$ cat src/assert_macros.svh
`ifndef ASSERT_MACROS_SVH
`define ASSERT_MACROS_SVH

// Check that cons holds in the same cycle as ante (clock aclk, reset aresetn).
`define ASSERT_SAME(label, ante, cons, msg) \
    label: assert property (@(posedge aclk) disable iff (!aresetn) (ante) |-> (cons)) \
        else $error(msg);

// Check that cons holds in the cycle after ante.
`define ASSERT_NEXT(label, ante, cons, msg) \
    label: assert property (@(posedge aclk) disable iff (!aresetn) (ante) |=> (cons)) \
        else $error(msg);

`endif

$ cat src/spl_pkg.sv
`default_nettype none

package spl_pkg;

    // Register field widths
    localparam int GAIN_W     = 17;
    localparam int HOLD_W     = 16;
    localparam int REL_W      = 16;
    localparam int THR_W      = 23;
    localparam int FRAC_W     = 16;
    localparam int CFG_IDX_W  = 3;
    localparam int CFG_DATA_W = THR_W;

    // Divider: quotient bits, one per step
    localparam int QUO_W     = 16;
    localparam int DIV_STEPS = QUO_W;
    localparam int CNT_W     = 4;

    // Register indexes
    typedef enum logic [CFG_IDX_W-1:0] {
        REG_OUTPUT_GAIN    = 3'd0,
        REG_LIMITER_ENABLE = 3'd1,
        REG_MUTE           = 3'd2,
        REG_HOLD_SAMPLES   = 3'd3,
        REG_RELEASE_FACTOR = 3'd4,
        REG_THRESHOLD      = 3'd5,
        REG_CEILING_GAIN   = 3'd6
    } cfg_reg_t;

    // Reset values
    localparam logic [GAIN_W-1:0] OUTPUT_GAIN_RST    = 17'd65536;
    localparam logic              LIMITER_ENABLE_RST = 1'b1;
    localparam logic              MUTE_RST           = 1'b0;
    localparam logic [HOLD_W-1:0] HOLD_RST           = 16'd375;
    localparam logic [REL_W-1:0]  RELEASE_RST        = 16'd65454;
    localparam logic [THR_W-1:0]  THRESHOLD_RST      = 23'd8304721;
    localparam logic [GAIN_W-1:0] CEILING_RST        = 17'd65536;
    localparam logic [HOLD_W-1:0] TIMER_B_RST        = HOLD_RST / 16'd2;

    typedef struct packed {
        logic [GAIN_W-1:0] output_gain;
        logic              limiter_enable;
        logic              mute;
        logic [HOLD_W-1:0] hold_samples;
        logic [REL_W-1:0]  release_factor;
        logic [THR_W-1:0]  threshold;
        logic [GAIN_W-1:0] ceiling_gain;
    } cfg_t;

    // Microcode fields
    localparam int PC_W = 5;
    typedef logic [PC_W-1:0] pc_t;

    typedef enum logic [2:0] {A_LEFT, A_RIGHT, A_DLO, A_DHI, A_QUO} a_sel_t;
    typedef enum logic [1:0] {B_OGAIN, B_RELEASE, B_CGAIN, B_LGAIN} b_sel_t;
    typedef enum logic [2:0] {
        WB_NONE, WB_LEFT, WB_RIGHT, WB_REL_LO, WB_REL_HI, WB_GAIN
    } wb_t;
    typedef enum logic [3:0] {
        EX_NONE, EX_LOAD, EX_TRACK, EX_DIFF, EX_DIV_INIT, EX_DIV_STEP,
        EX_GAIN_CEIL, EX_CLEAR, EX_EMIT
    } ex_t;
    typedef enum logic [2:0] {
        C_NEXT, C_ALWAYS, C_MUTE, C_BYPASS, C_NO_LIMIT, C_DIV_MORE
    } cond_t;

    typedef struct packed {
        a_sel_t a_sel;
        b_sel_t b_sel;
        wb_t    wb;
        ex_t    ex;
        cond_t  cond;
        pc_t    target;
    } ucode_t;

    // Datapath status seen by the sequencer
    typedef struct packed {
        logic stall;
        logic mute;
        logic bypass;
        logic no_limit;
        logic div_more;
    } dp_status_t;

    // Program steps
    localparam pc_t ST_LOAD      = 5'd0;
    localparam pc_t ST_MUL_L1    = 5'd1;
    localparam pc_t ST_MUL_R1    = 5'd2;
    localparam pc_t ST_WB_R1     = 5'd3;
    localparam pc_t ST_TRACK     = 5'd4;
    localparam pc_t ST_DIFF      = 5'd5;
    localparam pc_t ST_REL_LO    = 5'd6;
    localparam pc_t ST_REL_HI    = 5'd7;
    localparam pc_t ST_REL_WB    = 5'd8;
    localparam pc_t ST_DIV_INIT  = 5'd9;
    localparam pc_t ST_DIV_STEP  = 5'd10;
    localparam pc_t ST_MUL_Q     = 5'd11;
    localparam pc_t ST_WB_GAIN   = 5'd12;
    localparam pc_t ST_GAIN_CEIL = 5'd13;
    localparam pc_t ST_MUL_L2    = 5'd14;
    localparam pc_t ST_MUL_R2    = 5'd15;
    localparam pc_t ST_WB_R2     = 5'd16;
    localparam pc_t ST_CLEAR     = 5'd17;
    localparam pc_t ST_EMIT      = 5'd18;

    function automatic ucode_t uc(a_sel_t a, b_sel_t b, wb_t w, ex_t e, cond_t c, pc_t t);
        ucode_t u;
        u = '{a_sel: a, b_sel: b, wb: w, ex: e, cond: c, target: t};
        return u;
    endfunction

    // Control store: one word per step
    function automatic ucode_t ucode_fetch(pc_t pc);
        ucode_t u;
        case (pc)
            ST_LOAD:      u = uc(A_LEFT,  B_OGAIN,   WB_NONE,   EX_LOAD,      C_MUTE,     ST_CLEAR);
            ST_MUL_L1:    u = uc(A_LEFT,  B_OGAIN,   WB_NONE,   EX_NONE,      C_NEXT,     ST_LOAD);
            ST_MUL_R1:    u = uc(A_RIGHT, B_OGAIN,   WB_LEFT,   EX_NONE,      C_NEXT,     ST_LOAD);
            ST_WB_R1:     u = uc(A_LEFT,  B_OGAIN,   WB_RIGHT,  EX_NONE,      C_BYPASS,   ST_EMIT);
            ST_TRACK:     u = uc(A_LEFT,  B_OGAIN,   WB_NONE,   EX_TRACK,     C_NEXT,     ST_LOAD);
            ST_DIFF:      u = uc(A_LEFT,  B_OGAIN,   WB_NONE,   EX_DIFF,      C_NEXT,     ST_LOAD);
            ST_REL_LO:    u = uc(A_DLO,   B_RELEASE, WB_NONE,   EX_NONE,      C_NEXT,     ST_LOAD);
            ST_REL_HI:    u = uc(A_DHI,   B_RELEASE, WB_REL_LO, EX_NONE,      C_NEXT,     ST_LOAD);
            ST_REL_WB:    u = uc(A_LEFT,  B_OGAIN,   WB_REL_HI, EX_NONE,      C_NEXT,     ST_LOAD);
            ST_DIV_INIT:  u = uc(A_LEFT,  B_OGAIN,   WB_NONE,   EX_DIV_INIT,  C_NO_LIMIT, ST_GAIN_CEIL);
            ST_DIV_STEP:  u = uc(A_LEFT,  B_OGAIN,   WB_NONE,   EX_DIV_STEP,  C_DIV_MORE, ST_DIV_STEP);
            ST_MUL_Q:     u = uc(A_QUO,   B_CGAIN,   WB_NONE,   EX_NONE,      C_NEXT,     ST_LOAD);
            ST_WB_GAIN:   u = uc(A_LEFT,  B_OGAIN,   WB_GAIN,   EX_NONE,      C_ALWAYS,   ST_MUL_L2);
            ST_GAIN_CEIL: u = uc(A_LEFT,  B_OGAIN,   WB_NONE,   EX_GAIN_CEIL, C_NEXT,     ST_LOAD);
            ST_MUL_L2:    u = uc(A_LEFT,  B_LGAIN,   WB_NONE,   EX_NONE,      C_NEXT,     ST_LOAD);
            ST_MUL_R2:    u = uc(A_RIGHT, B_LGAIN,   WB_LEFT,   EX_NONE,      C_NEXT,     ST_LOAD);
            ST_WB_R2:     u = uc(A_LEFT,  B_OGAIN,   WB_RIGHT,  EX_NONE,      C_ALWAYS,   ST_EMIT);
            ST_CLEAR:     u = uc(A_LEFT,  B_OGAIN,   WB_NONE,   EX_CLEAR,     C_NEXT,     ST_LOAD);
            ST_EMIT:      u = uc(A_LEFT,  B_OGAIN,   WB_NONE,   EX_EMIT,      C_ALWAYS,   ST_LOAD);
            default:      u = uc(A_LEFT,  B_OGAIN,   WB_NONE,   EX_NONE,      C_ALWAYS,   ST_LOAD);
        endcase
        return u;
    endfunction

endpackage

`default_nettype wire

$ cat src/spl_cfg_regs.sv
`default_nettype none

module spl_cfg_regs
    import spl_pkg::*;
(
    input  wire logic                  aclk,
    input  wire logic                  aresetn,
    input  wire logic                  cfg_valid,
    output logic                       cfg_ready,
    input  wire logic [CFG_IDX_W-1:0]  cfg_index,
    input  wire logic [CFG_DATA_W-1:0] cfg_data,
    output cfg_t                       cfg
);

    cfg_t cfg_reg;
    cfg_t cfg_next;

    assign cfg_ready = 1'b1;
    assign cfg       = cfg_reg;

    // Decode the write; unknown indexes leave everything alone
    always_comb begin
        cfg_next = cfg_reg;
        if (cfg_valid) begin
            case (cfg_index)
                REG_OUTPUT_GAIN:    cfg_next.output_gain    = cfg_data[GAIN_W-1:0];
                REG_LIMITER_ENABLE: cfg_next.limiter_enable = cfg_data[0];
                REG_MUTE:           cfg_next.mute           = cfg_data[0];
                REG_HOLD_SAMPLES:   cfg_next.hold_samples   = cfg_data[HOLD_W-1:0];
                REG_RELEASE_FACTOR: cfg_next.release_factor = cfg_data[REL_W-1:0];
                REG_THRESHOLD:      cfg_next.threshold      = cfg_data[THR_W-1:0];
                REG_CEILING_GAIN:   cfg_next.ceiling_gain   = cfg_data[GAIN_W-1:0];
                default:            cfg_next = cfg_reg;
            endcase
        end
    end

    always_ff @(posedge aclk) begin
        if (!aresetn) begin
            cfg_reg.output_gain    <= OUTPUT_GAIN_RST;
            cfg_reg.limiter_enable <= LIMITER_ENABLE_RST;
            cfg_reg.mute           <= MUTE_RST;
            cfg_reg.hold_samples   <= HOLD_RST;
            cfg_reg.release_factor <= RELEASE_RST;
            cfg_reg.threshold      <= THRESHOLD_RST;
            cfg_reg.ceiling_gain   <= CEILING_RST;
        end else begin
            cfg_reg <= cfg_next;
        end
    end

endmodule

`default_nettype wire

$ cat src/spl_sequencer.sv
`default_nettype none

module spl_sequencer
    import spl_pkg::*;
(
    input  wire logic       aclk,
    input  wire logic       aresetn,
    input  wire dp_status_t stat,
    output ucode_t          ctrl
);

    `include "assert_macros.svh"

    pc_t  pc_reg;
    pc_t  pc_next;
    logic take_jump;

    assign ctrl = ucode_fetch(pc_reg);

    // Evaluate the jump condition of the current word
    always_comb begin
        case (ctrl.cond)
            C_NEXT:     take_jump = 1'b0;
            C_ALWAYS:   take_jump = 1'b1;
            C_MUTE:     take_jump = stat.mute;
            C_BYPASS:   take_jump = stat.bypass;
            C_NO_LIMIT: take_jump = stat.no_limit;
            C_DIV_MORE: take_jump = stat.div_more;
            default:    take_jump = 1'b0;
        endcase
    end

    // Hold on stall, otherwise jump or advance
    always_comb begin
        if (stat.stall) begin
            pc_next = pc_reg;
        end else if (take_jump) begin
            pc_next = ctrl.target;
        end else begin
            pc_next = pc_reg + 5'd1;
        end
    end

    always_ff @(posedge aclk) begin
        if (!aresetn) begin
            pc_reg <= ST_LOAD;
        end else begin
            pc_reg <= pc_next;
        end
    end

    `ASSERT_NEXT(a_load_next, (ctrl.ex == EX_LOAD) && !stat.stall,
        (pc_reg == ST_MUL_L1) || (pc_reg == ST_CLEAR), "accepted word did not start a pass")

endmodule

`default_nettype wire

$ cat src/spl_datapath.sv
`default_nettype none

module spl_datapath
    import spl_pkg::*;
#(
    parameter int SAMPLE_BITS = 24,
    localparam int TDATA_W = ((2 * SAMPLE_BITS + 7) / 8) * 8
) (
    input  wire logic               aclk,
    input  wire logic               aresetn,
    input  wire cfg_t               cfg,
    input  wire ucode_t             ctrl,
    output dp_status_t              stat,
    input  wire logic               s_tvalid,
    output logic                    s_tready,
    input  wire logic [TDATA_W-1:0] s_tdata,
    output logic                    m_tvalid,
    input  wire logic               m_tready,
    output logic [TDATA_W-1:0]      m_tdata
);

    `include "assert_macros.svh"

    localparam int SB   = SAMPLE_BITS;
    localparam int PK_W = SB - 1;              // peak magnitude
    localparam int EW   = PK_W + FRAC_W;       // envelope, Q(SB-1).16
    localparam int H    = (EW + 1) / 2;        // low half of release difference
    localparam int HI_W = EW - H;
    localparam int AW0  = (SB > H + 1) ? SB : H + 1;
    localparam int AW   = (AW0 > GAIN_W) ? AW0 : GAIN_W;
    localparam int BW   = GAIN_W + 1;
    localparam int PW   = AW + BW;
    localparam int SW   = PW + H + 1;
    localparam int CW   = (EW > THR_W + FRAC_W) ? EW : THR_W + FRAC_W;
    localparam logic signed [PW-1:0] SAT_HI = PW'((64'sd1 <<< (SB - 1)) - 64'sd1);
    localparam logic signed [PW-1:0] SAT_LO = -SAT_HI - PW'(1);

    // Working samples and multiplier
    logic signed [SB-1:0]     left_reg, right_reg;
    logic signed [PW-1:0]     prod_reg;
    logic [PW-1:0]            acc_reg;
    logic signed [AW-1:0]     mul_a;
    logic signed [BW-1:0]     mul_b;

    // Limiter state
    logic [HOLD_W-1:0]        timer_a_reg, timer_b_reg;
    logic [HOLD_W-1:0]        timer_a_next, timer_b_next;
    logic [PK_W-1:0]          peak_a_reg, peak_b_reg;
    logic [PK_W-1:0]          peak_a_next, peak_b_next;
    logic [EW-1:0]            env_reg, m_reg, d_reg;
    logic [EW-1:0]            rem_reg;
    logic [QUO_W-1:0]         quo_reg;
    logic [CNT_W-1:0]         cnt_reg;
    logic [GAIN_W-1:0]        gain_reg;

    // Output slot
    logic                     m_tvalid_reg;
    logic [SB-1:0]            out_l_reg, out_r_reg;
    logic                     out_free;

    // Combinational helpers
    logic [SB-1:0]            abs_l, abs_r, abs_max;
    logic [PK_W-1:0]          frame_peak, peak_max;
    logic [HOLD_W:0]          inc_a, inc_b;
    logic                     clr_a, clr_b;
    logic [PK_W-1:0]          base_a, base_b;
    logic [EW-1:0]            m_now;
    logic [SW-1:0]            rel_sum;
    logic [EW:0]              rem_dbl;
    logic                     rem_ge;

    function automatic logic signed [SB-1:0] round_sat(input logic signed [PW-1:0] p);
        logic signed [PW-1:0] t;
        t = (p + PW'(32768)) >>> FRAC_W;
        if (t > SAT_HI) begin
            t = SAT_HI;
        end else if (t < SAT_LO) begin
            t = SAT_LO;
        end
        return SB'(t);
    endfunction

    // Operand select
    always_comb begin
        case (ctrl.a_sel)
            A_LEFT:  mul_a = AW'(left_reg);
            A_RIGHT: mul_a = AW'(right_reg);
            A_DLO:   mul_a = AW'({1'b0, d_reg[H-1:0]});
            A_DHI:   mul_a = AW'({1'b0, d_reg[EW-1:H]});
            A_QUO:   mul_a = AW'({1'b0, quo_reg});
            default: mul_a = AW'(left_reg);
        endcase
        case (ctrl.b_sel)
            B_OGAIN:   mul_b = {1'b0, cfg.output_gain};
            B_RELEASE: mul_b = {2'b00, cfg.release_factor};
            B_CGAIN:   mul_b = {1'b0, cfg.ceiling_gain};
            B_LGAIN:   mul_b = {1'b0, gain_reg};
            default:   mul_b = {1'b0, cfg.output_gain};
        endcase
    end

    // Frame peak: larger magnitude, saturated to the peak range
    always_comb begin
        abs_l      = left_reg[SB-1] ? SB'(-left_reg) : SB'(left_reg);
        abs_r      = right_reg[SB-1] ? SB'(-right_reg) : SB'(right_reg);
        abs_max    = (abs_r > abs_l) ? abs_r : abs_l;
        frame_peak = abs_max[SB-1] ? {PK_W{1'b1}} : abs_max[PK_W-1:0];
    end

    // Hold trackers: clear past the hold length, then take the new maximum
    always_comb begin
        inc_a        = {1'b0, timer_a_reg} + 17'd1;
        inc_b        = {1'b0, timer_b_reg} + 17'd1;
        clr_a        = inc_a > {1'b0, cfg.hold_samples};
        clr_b        = inc_b > {1'b0, cfg.hold_samples};
        timer_a_next = clr_a ? '0 : inc_a[HOLD_W-1:0];
        timer_b_next = clr_b ? '0 : inc_b[HOLD_W-1:0];
        base_a       = clr_a ? '0 : peak_a_reg;
        base_b       = clr_b ? '0 : peak_b_reg;
        peak_a_next  = (frame_peak > base_a) ? frame_peak : base_a;
        peak_b_next  = (frame_peak > base_b) ? frame_peak : base_b;
    end

    // Envelope target, release sum and divider step
    always_comb begin
        peak_max = (peak_a_reg > peak_b_reg) ? peak_a_reg : peak_b_reg;
        m_now    = {peak_max, {FRAC_W{1'b0}}};
        rel_sum  = (SW'(prod_reg) << H) + SW'(acc_reg);
        rem_dbl  = {rem_reg, 1'b0};
        rem_ge   = rem_dbl >= {1'b0, env_reg};
    end

    assign out_free = !m_tvalid_reg || m_tready;
    assign s_tready = (ctrl.ex == EX_LOAD);

    always_comb begin
        stat.stall    = ((ctrl.ex == EX_LOAD) && !s_tvalid) ||
                        ((ctrl.ex == EX_EMIT) && !out_free);
        stat.mute     = cfg.mute;
        stat.bypass   = !cfg.limiter_enable;
        stat.no_limit = !(CW'(env_reg) > CW'({cfg.threshold, {FRAC_W{1'b0}}}));
        stat.div_more = cnt_reg != CNT_W'(DIV_STEPS - 1);
    end

    // Multiplier register, product writeback and execute ops
    always_ff @(posedge aclk) begin
        prod_reg <= PW'(mul_a) * PW'(mul_b);

        case (ctrl.wb)
            WB_LEFT:   left_reg  <= round_sat(prod_reg);
            WB_RIGHT:  right_reg <= round_sat(prod_reg);
            WB_REL_LO: acc_reg   <= prod_reg;
            WB_GAIN:   gain_reg  <= prod_reg[GAIN_W+FRAC_W-1:FRAC_W];
            default: begin
            end
        endcase

        case (ctrl.ex)
            EX_LOAD: begin
                left_reg  <= s_tdata[SB-1:0];
                right_reg <= s_tdata[2*SB-1:SB];
            end
            EX_DIFF: begin
                m_reg <= m_now;
                d_reg <= (env_reg >= m_now) ? env_reg - m_now : '0;
            end
            EX_DIV_INIT: begin
                rem_reg <= EW'({cfg.threshold, {FRAC_W{1'b0}}});
                quo_reg <= '0;
                cnt_reg <= '0;
            end
            EX_DIV_STEP: begin
                rem_reg <= rem_ge ? EW'(rem_dbl - {1'b0, env_reg}) : EW'(rem_dbl);
                quo_reg <= {quo_reg[QUO_W-2:0], rem_ge};
                cnt_reg <= cnt_reg + CNT_W'(1);
            end
            EX_GAIN_CEIL: gain_reg <= cfg.ceiling_gain;
            EX_CLEAR: begin
                left_reg  <= '0;
                right_reg <= '0;
            end
            EX_EMIT: begin
                if (out_free) begin
                    out_l_reg <= left_reg;
                    out_r_reg <= right_reg;
                end
            end
            default: begin
            end
        endcase
    end

    // Limiter state and output valid
    always_ff @(posedge aclk) begin
        if (!aresetn) begin
            timer_a_reg  <= '0;
            timer_b_reg  <= TIMER_B_RST;
            peak_a_reg   <= '0;
            peak_b_reg   <= '0;
            env_reg      <= '0;
            m_tvalid_reg <= 1'b0;
        end else begin
            if (ctrl.ex == EX_TRACK) begin
                timer_a_reg <= timer_a_next;
                timer_b_reg <= timer_b_next;
                peak_a_reg  <= peak_a_next;
                peak_b_reg  <= peak_b_next;
            end
            if (ctrl.wb == WB_REL_HI) begin
                env_reg <= m_reg + EW'(rel_sum >> FRAC_W);
            end
            if ((ctrl.ex == EX_EMIT) && out_free) begin
                m_tvalid_reg <= 1'b1;
            end else if (m_tready) begin
                m_tvalid_reg <= 1'b0;
            end
        end
    end

    assign m_tvalid = m_tvalid_reg;
    assign m_tdata  = TDATA_W'({out_r_reg, out_l_reg});

    `ASSERT_SAME(a_div_rem, ctrl.ex == EX_DIV_STEP, rem_reg < env_reg,
        "divider remainder not below envelope")
    `ASSERT_NEXT(a_emit_valid, (ctrl.ex == EX_EMIT) && !stat.stall, m_tvalid,
        "emitted word not presented")

endmodule

`default_nettype wire

$ cat src/stereo_peak_hold_limiter.sv
`default_nettype none

// Stereo output stage with peak-hold brickwall limiter. One word on s_ is one
// stereo frame; one word on m_ is the matching processed frame, in order. A
// microcoded sequencer steps a single multiplier and a restoring divider per
// frame. A frame that goes through the limiter and ends above threshold runs
// the 16 iterations of the one-bit-per-cycle divider plus the multiplier passes
// around it; below threshold the divider is skipped, and a bypassed or muted
// frame skips the limiter. The finished frame sits in an output register, so
// the next frame is accepted while it waits; on the output side the sequencer
// stalls only when a second frame finishes before the first is taken. The user
// must write registers over cfg_* only while idle; the block does not enforce it.
module stereo_peak_hold_limiter
    import spl_pkg::*;
#(
    parameter int SAMPLE_BITS = 24,
    localparam int TDATA_W = ((2 * SAMPLE_BITS + 7) / 8) * 8
) (
    input  wire logic                  aclk,
    input  wire logic                  aresetn,
    input  wire logic                  s_tvalid,
    output logic                       s_tready,
    input  wire logic [TDATA_W-1:0]    s_tdata,   // sample_left, sample_right
    output logic                       m_tvalid,
    input  wire logic                  m_tready,
    output logic [TDATA_W-1:0]         m_tdata,   // out_left, out_right
    input  wire logic                  cfg_valid,
    output logic                       cfg_ready,
    input  wire logic [CFG_IDX_W-1:0]  cfg_index,
    input  wire logic [CFG_DATA_W-1:0] cfg_data
);

    cfg_t       cfg;
    ucode_t     ctrl;
    dp_status_t stat;

    spl_cfg_regs u_cfg (
        .aclk      (aclk),
        .aresetn   (aresetn),
        .cfg_valid (cfg_valid),
        .cfg_ready (cfg_ready),
        .cfg_index (cfg_index),
        .cfg_data  (cfg_data),
        .cfg       (cfg)
    );

    spl_sequencer u_seq (
        .aclk    (aclk),
        .aresetn (aresetn),
        .stat    (stat),
        .ctrl    (ctrl)
    );

    spl_datapath #(
        .SAMPLE_BITS (SAMPLE_BITS)
    ) u_dp (
        .aclk     (aclk),
        .aresetn  (aresetn),
        .cfg      (cfg),
        .ctrl     (ctrl),
        .stat     (stat),
        .s_tvalid (s_tvalid),
        .s_tready (s_tready),
        .s_tdata  (s_tdata),
        .m_tvalid (m_tvalid),
        .m_tready (m_tready),
        .m_tdata  (m_tdata)
    );

endmodule

`default_nettype wire

$ cat config.mk
export PLATFORM = sky130hd
export DESIGN_NAME = stereo_peak_hold_limiter
export DESIGN_NICKNAME = d
export VERILOG_FILES = /design/src/spl_pkg.sv /design/src/spl_cfg_regs.sv /design/src/spl_sequencer.sv /design/src/spl_datapath.sv /design/src/stereo_peak_hold_limiter.sv
export VERILOG_INCLUDE_DIRS = /design/src /design/src/src
export SDC_FILE = /design/constraint.sdc
export NUM_CORES = 2
export LEC_CHECK = 0
export ABC_AREA = 1
export BUFFER_PORTS_ARGS = -buffer_cell sky130_fd_sc_hd__buf_2
export CAP_MARGIN = 20
export CORE_ASPECT_RATIO = 0.7
export CORE_UTILIZATION = 30
export CTS_BUF_LIST = sky130_fd_sc_hd__clkbuf_16
export DETAILED_ROUTE_END_ITERATION = 10
export PLACE_DENSITY_LB_ADDON = 0.1
export RECOVER_POWER = 100
export SLEW_MARGIN = 40
export SYNTH_ARGS = -nofsm -noshare
export SYNTH_HDL_FRONTEND = slang
export SYNTH_SLANG_ARGS = --single-unit
$ cat constraint.sdc
create_clock -name aclk -period 6.4 [get_ports aclk]
set_input_delay 1.28 -clock aclk [delete_from_list [all_inputs] [get_ports aclk]]
set_output_delay 1.28 -clock aclk [all_outputs]
set_load 0.05 [all_outputs]
==> summary.txt <==
Outcome
  • Status: finished, violations left
  • Failing checks: capacitance limit, slew limit, setup timing

Timing
  • Worst Tran Pin Value: 4.06 ns
  • Clock Skew: 0.0550 ns
  • Slew Viols, Final: 478
  • Final Cycle Share: 1.03
  • Final hold violations: 0
  • Final min period: 6.61 ns
  • Max_slew headroom: -1.71
  • Final setup viols: 21
  • Unrepaired setup endpoints after global routing: yes
  • Max Clock Freq: 151 MHz
  • Final worst setup slack: -0.211 ns

Setup path
  • CP Max Fanout: 7
  • Crit Path Category: reg2reg
  • Critical-path top delay cell: fa_2
  • Largest stage delay, worst path: 0.61 ns
  • Data arrival, critical path: 7.22 ns
  • Crit-path most repeated cell: buf_6
  • Register-to-Register Path Depth: 30
  • Crit path required time: 7.01 ns
  • Crit start category: register
  • Crit path buffers/inverters: 12
  • Reg-to-Reg End: u_dp.prod_reg[31]
  • Setup slack, reg-to-reg: -0.21 ns
  • Reg2Reg Launch Point: u_seq.ctrl[19]
  • CP delay by family, top: adder cells
  • Nature of the critical path endpoint: register

Worst hold path
  • Hold path start: u_cfg.cfg[52]
  • Worst hold stages: 2
  • Worst min-delay path class: reg2reg
  • Worst Hold End: u_cfg.cfg[52]

Synthesis
  • Sequential-to-total area share from yosys stat: 0.277
  • Number of synthesized flops with an enable pin: 260
  • YS warnings: 0
  • Post-Syn Area per Cell: 7.90 sq um
  • Count of different cell masters after synthesis: 67
  • Dominant cell type by area after synthesis: fa_1
  • Post-Synthesis Cells: 6089
  • Primary FF master, synth: dfxtp_1
  • Ys async rst share: 0
  • Synth Register Bits: 536
  • Top cells by count, synth: 1162 x nand2_1, 1059 x inv_1, 615 x nor2_1, 409 x a21oi_1, 405 x fa_1
  • Synth top area cells: fa_1 17%, edfxtp_1 16%, dfxtp_1 11%
  • Post-synth top area share: 0.169
  • Mapped Area: 0.0481 sq mm
  • Most common cell in the synthesized netlist: nand2_1
  • Mapped Nets: 6941

Clocking
  • Clock transition at path regs: 0.06 ns
  • CTS sink count: 536
  • Clock Path Buffers: 3
  • CTS H-tree depth: 3
  • TritonCTS Buffers: 66
  • CTS Root Cell: clkbuf_16
  • Clock Latency Late Sink: 0.71 ns
  • CTS tree: built

Routing
  • Post-route ant nets: 0
  • Top sig layer: met4
  • DR WL/cell: 22.5 um
  • DRT iter0 DRCs: 3838
  • Residual DRC count: 0
  • Met3 wire length: 14300 um
  • Routed met2 length: 81500 um
  • Post-Route WL: 201000 um
  • Post-Route M1 WL: 102000 um
  • 1st-pass router iterations: 5
  • Drt via density: 4.91
  • Routed via count: 43900

Placement
  • IO buf count: 128
  • Placed wire-length estimate: 165000 um
  • Worst slack, placed: -0.718 ns
  • GP Congestion: 0.912
  • Placed cells: 8695

Cells and area
  • Final std cells w/o fill: 8933
  • Area delta synth->final: 25.5%
  • Final #Nets: 7623
  • Max FFs per register: 91
  • Layout cells sized above 1: 0.182

Global routing
  • Initial antenna violation count: 3
  • GR Overflow Total: 0
  • Largest net degree at the start of global routing: 80
  • GRT Util Overall: 0.245
  • Vias in the first global route: 41700
  • First-pass GRT wire length: 289000 um

Floorplan
  • Die H: 337 um
  • I/O pin cnt: 130
  • Row count: 122
  • Die Area: 0.162 sq mm
  • Die Width: 481 um
  • Initial core utilization: 0.303
  • Core area: 0.159 sq mm

Job
  • Max-Cap Viols: 13
-- cell usage in the layout (no fill, tap or decap), types with 47 or more instances in the layout --
master / n
edfxtp_1: 260
nor3_1: 47
dfxtp_1: 272
xor2_1: 143
o21ai_0: 293
buf_2: 75
buf_4: 466
inv_2: 69
ha_1: 333
nand3_1: 308
clkbuf_16: 68
nand4_1: 71
clkbuf_1: 124
nor2_1: 557
nand2_1: 1123
xnor2_1: 69
inv_1: 1002
fa_1: 359
buf_6: 82
a21oi_1: 383
-- worst max-delay path by stage --
| stage | start | to | slack (ns) | depth (start not counted) |
|---|---|---|---|---|
| floorplan | u_seq.ctrl[16] | u_dp.prod_reg[38] | 0.005 | 23 |
| global placement | u_seq.ctrl[19] | u_dp.prod_reg[39] | -0.68 | 34 |
| detailed placement | u_seq.ctrl[19] | u_dp.prod_reg[39] | -0.72 | 32 |
| CTS | u_seq.ctrl[19] | u_dp.prod_reg[40] | -0.16 | 33 |
| global route | u_seq.ctrl[18] | u_dp.prod_reg[31] | -0.43 | 30 |
| finish | u_seq.ctrl[19] | u_dp.prod_reg[31] | -0.21 | 30 |
-- worst register-to-register path, delay by kind of cell, from the launching register on --
family / cells / cell delay [ns]
fa+ha+maj: 7 / 3.42
flops: 1 / 0.34
buf+inv: 12 / 1.28
simple gates: 5 / 0.51
xor+xnor: 1 / 0.12
compound gates: 5 / 0.90
-- logic make-up (layout without fill, tap and decap cells) --
group | Yosys count | in the layout | share of synthesized area
simple gates | 2291 | 2291 | 0.199
xor+xnor | 220 | 220 | 0.0401
flops | 536 | 536 | 0.277
other cells | 1 | 3 | 0.0000780
compound gates | 983 | 983 | 0.115
buf+inv | 1277 | 2011 | 0.102
fa+ha+maj | 773 | 773 | 0.264
mux | 8 | 8 | 0.00187
-- stage by stage --
stage               hold WS, ns   util  area, sq um  TNS [ns]
floorplan                 0.408      -        48100         0
global placement          0.453  0.349        55300    -13.73
detailed placement        0.449  0.349        55400    -13.28
CTS                       0.472  0.377        59700     -1.58
global route              0.504  0.380        60300    -12.17
finish                    0.471  0.380        60300     -2.35
-- final cells by class --
class	instances	area [sq um]
diodes	2	5.00
clock buffers	68	1700
flip-flops and latches	536	13300
repair buffers	800	6330
multi-input cells	4276	31700
inverters	1091	4170
well taps	2108	2640
clock inverters	52	497
fillers	16600	98300
-- metal layers --
metal	global-route usage	vias up
li1	-	21000
met1	0.385	21500
met2	0.348	1306
met3	0.0414	158
met4	0.0360	0
met5	0	-
-- what timing repair did --
| item | CTS | global route |
|---|---|---|
| resized for setup | 400 | 195 |
| pin swaps | 229 | 171 |
| hold buffers | 0 | 0 |
| buffers inserted | 68 | 51 |
| gates cloned | 4 | 0 |
| setup endpoints to repair | 30 | 47 |
Power is not shown: default switching activity piles up to over one toggle a cycle in this logic, so the estimate is an artifact.
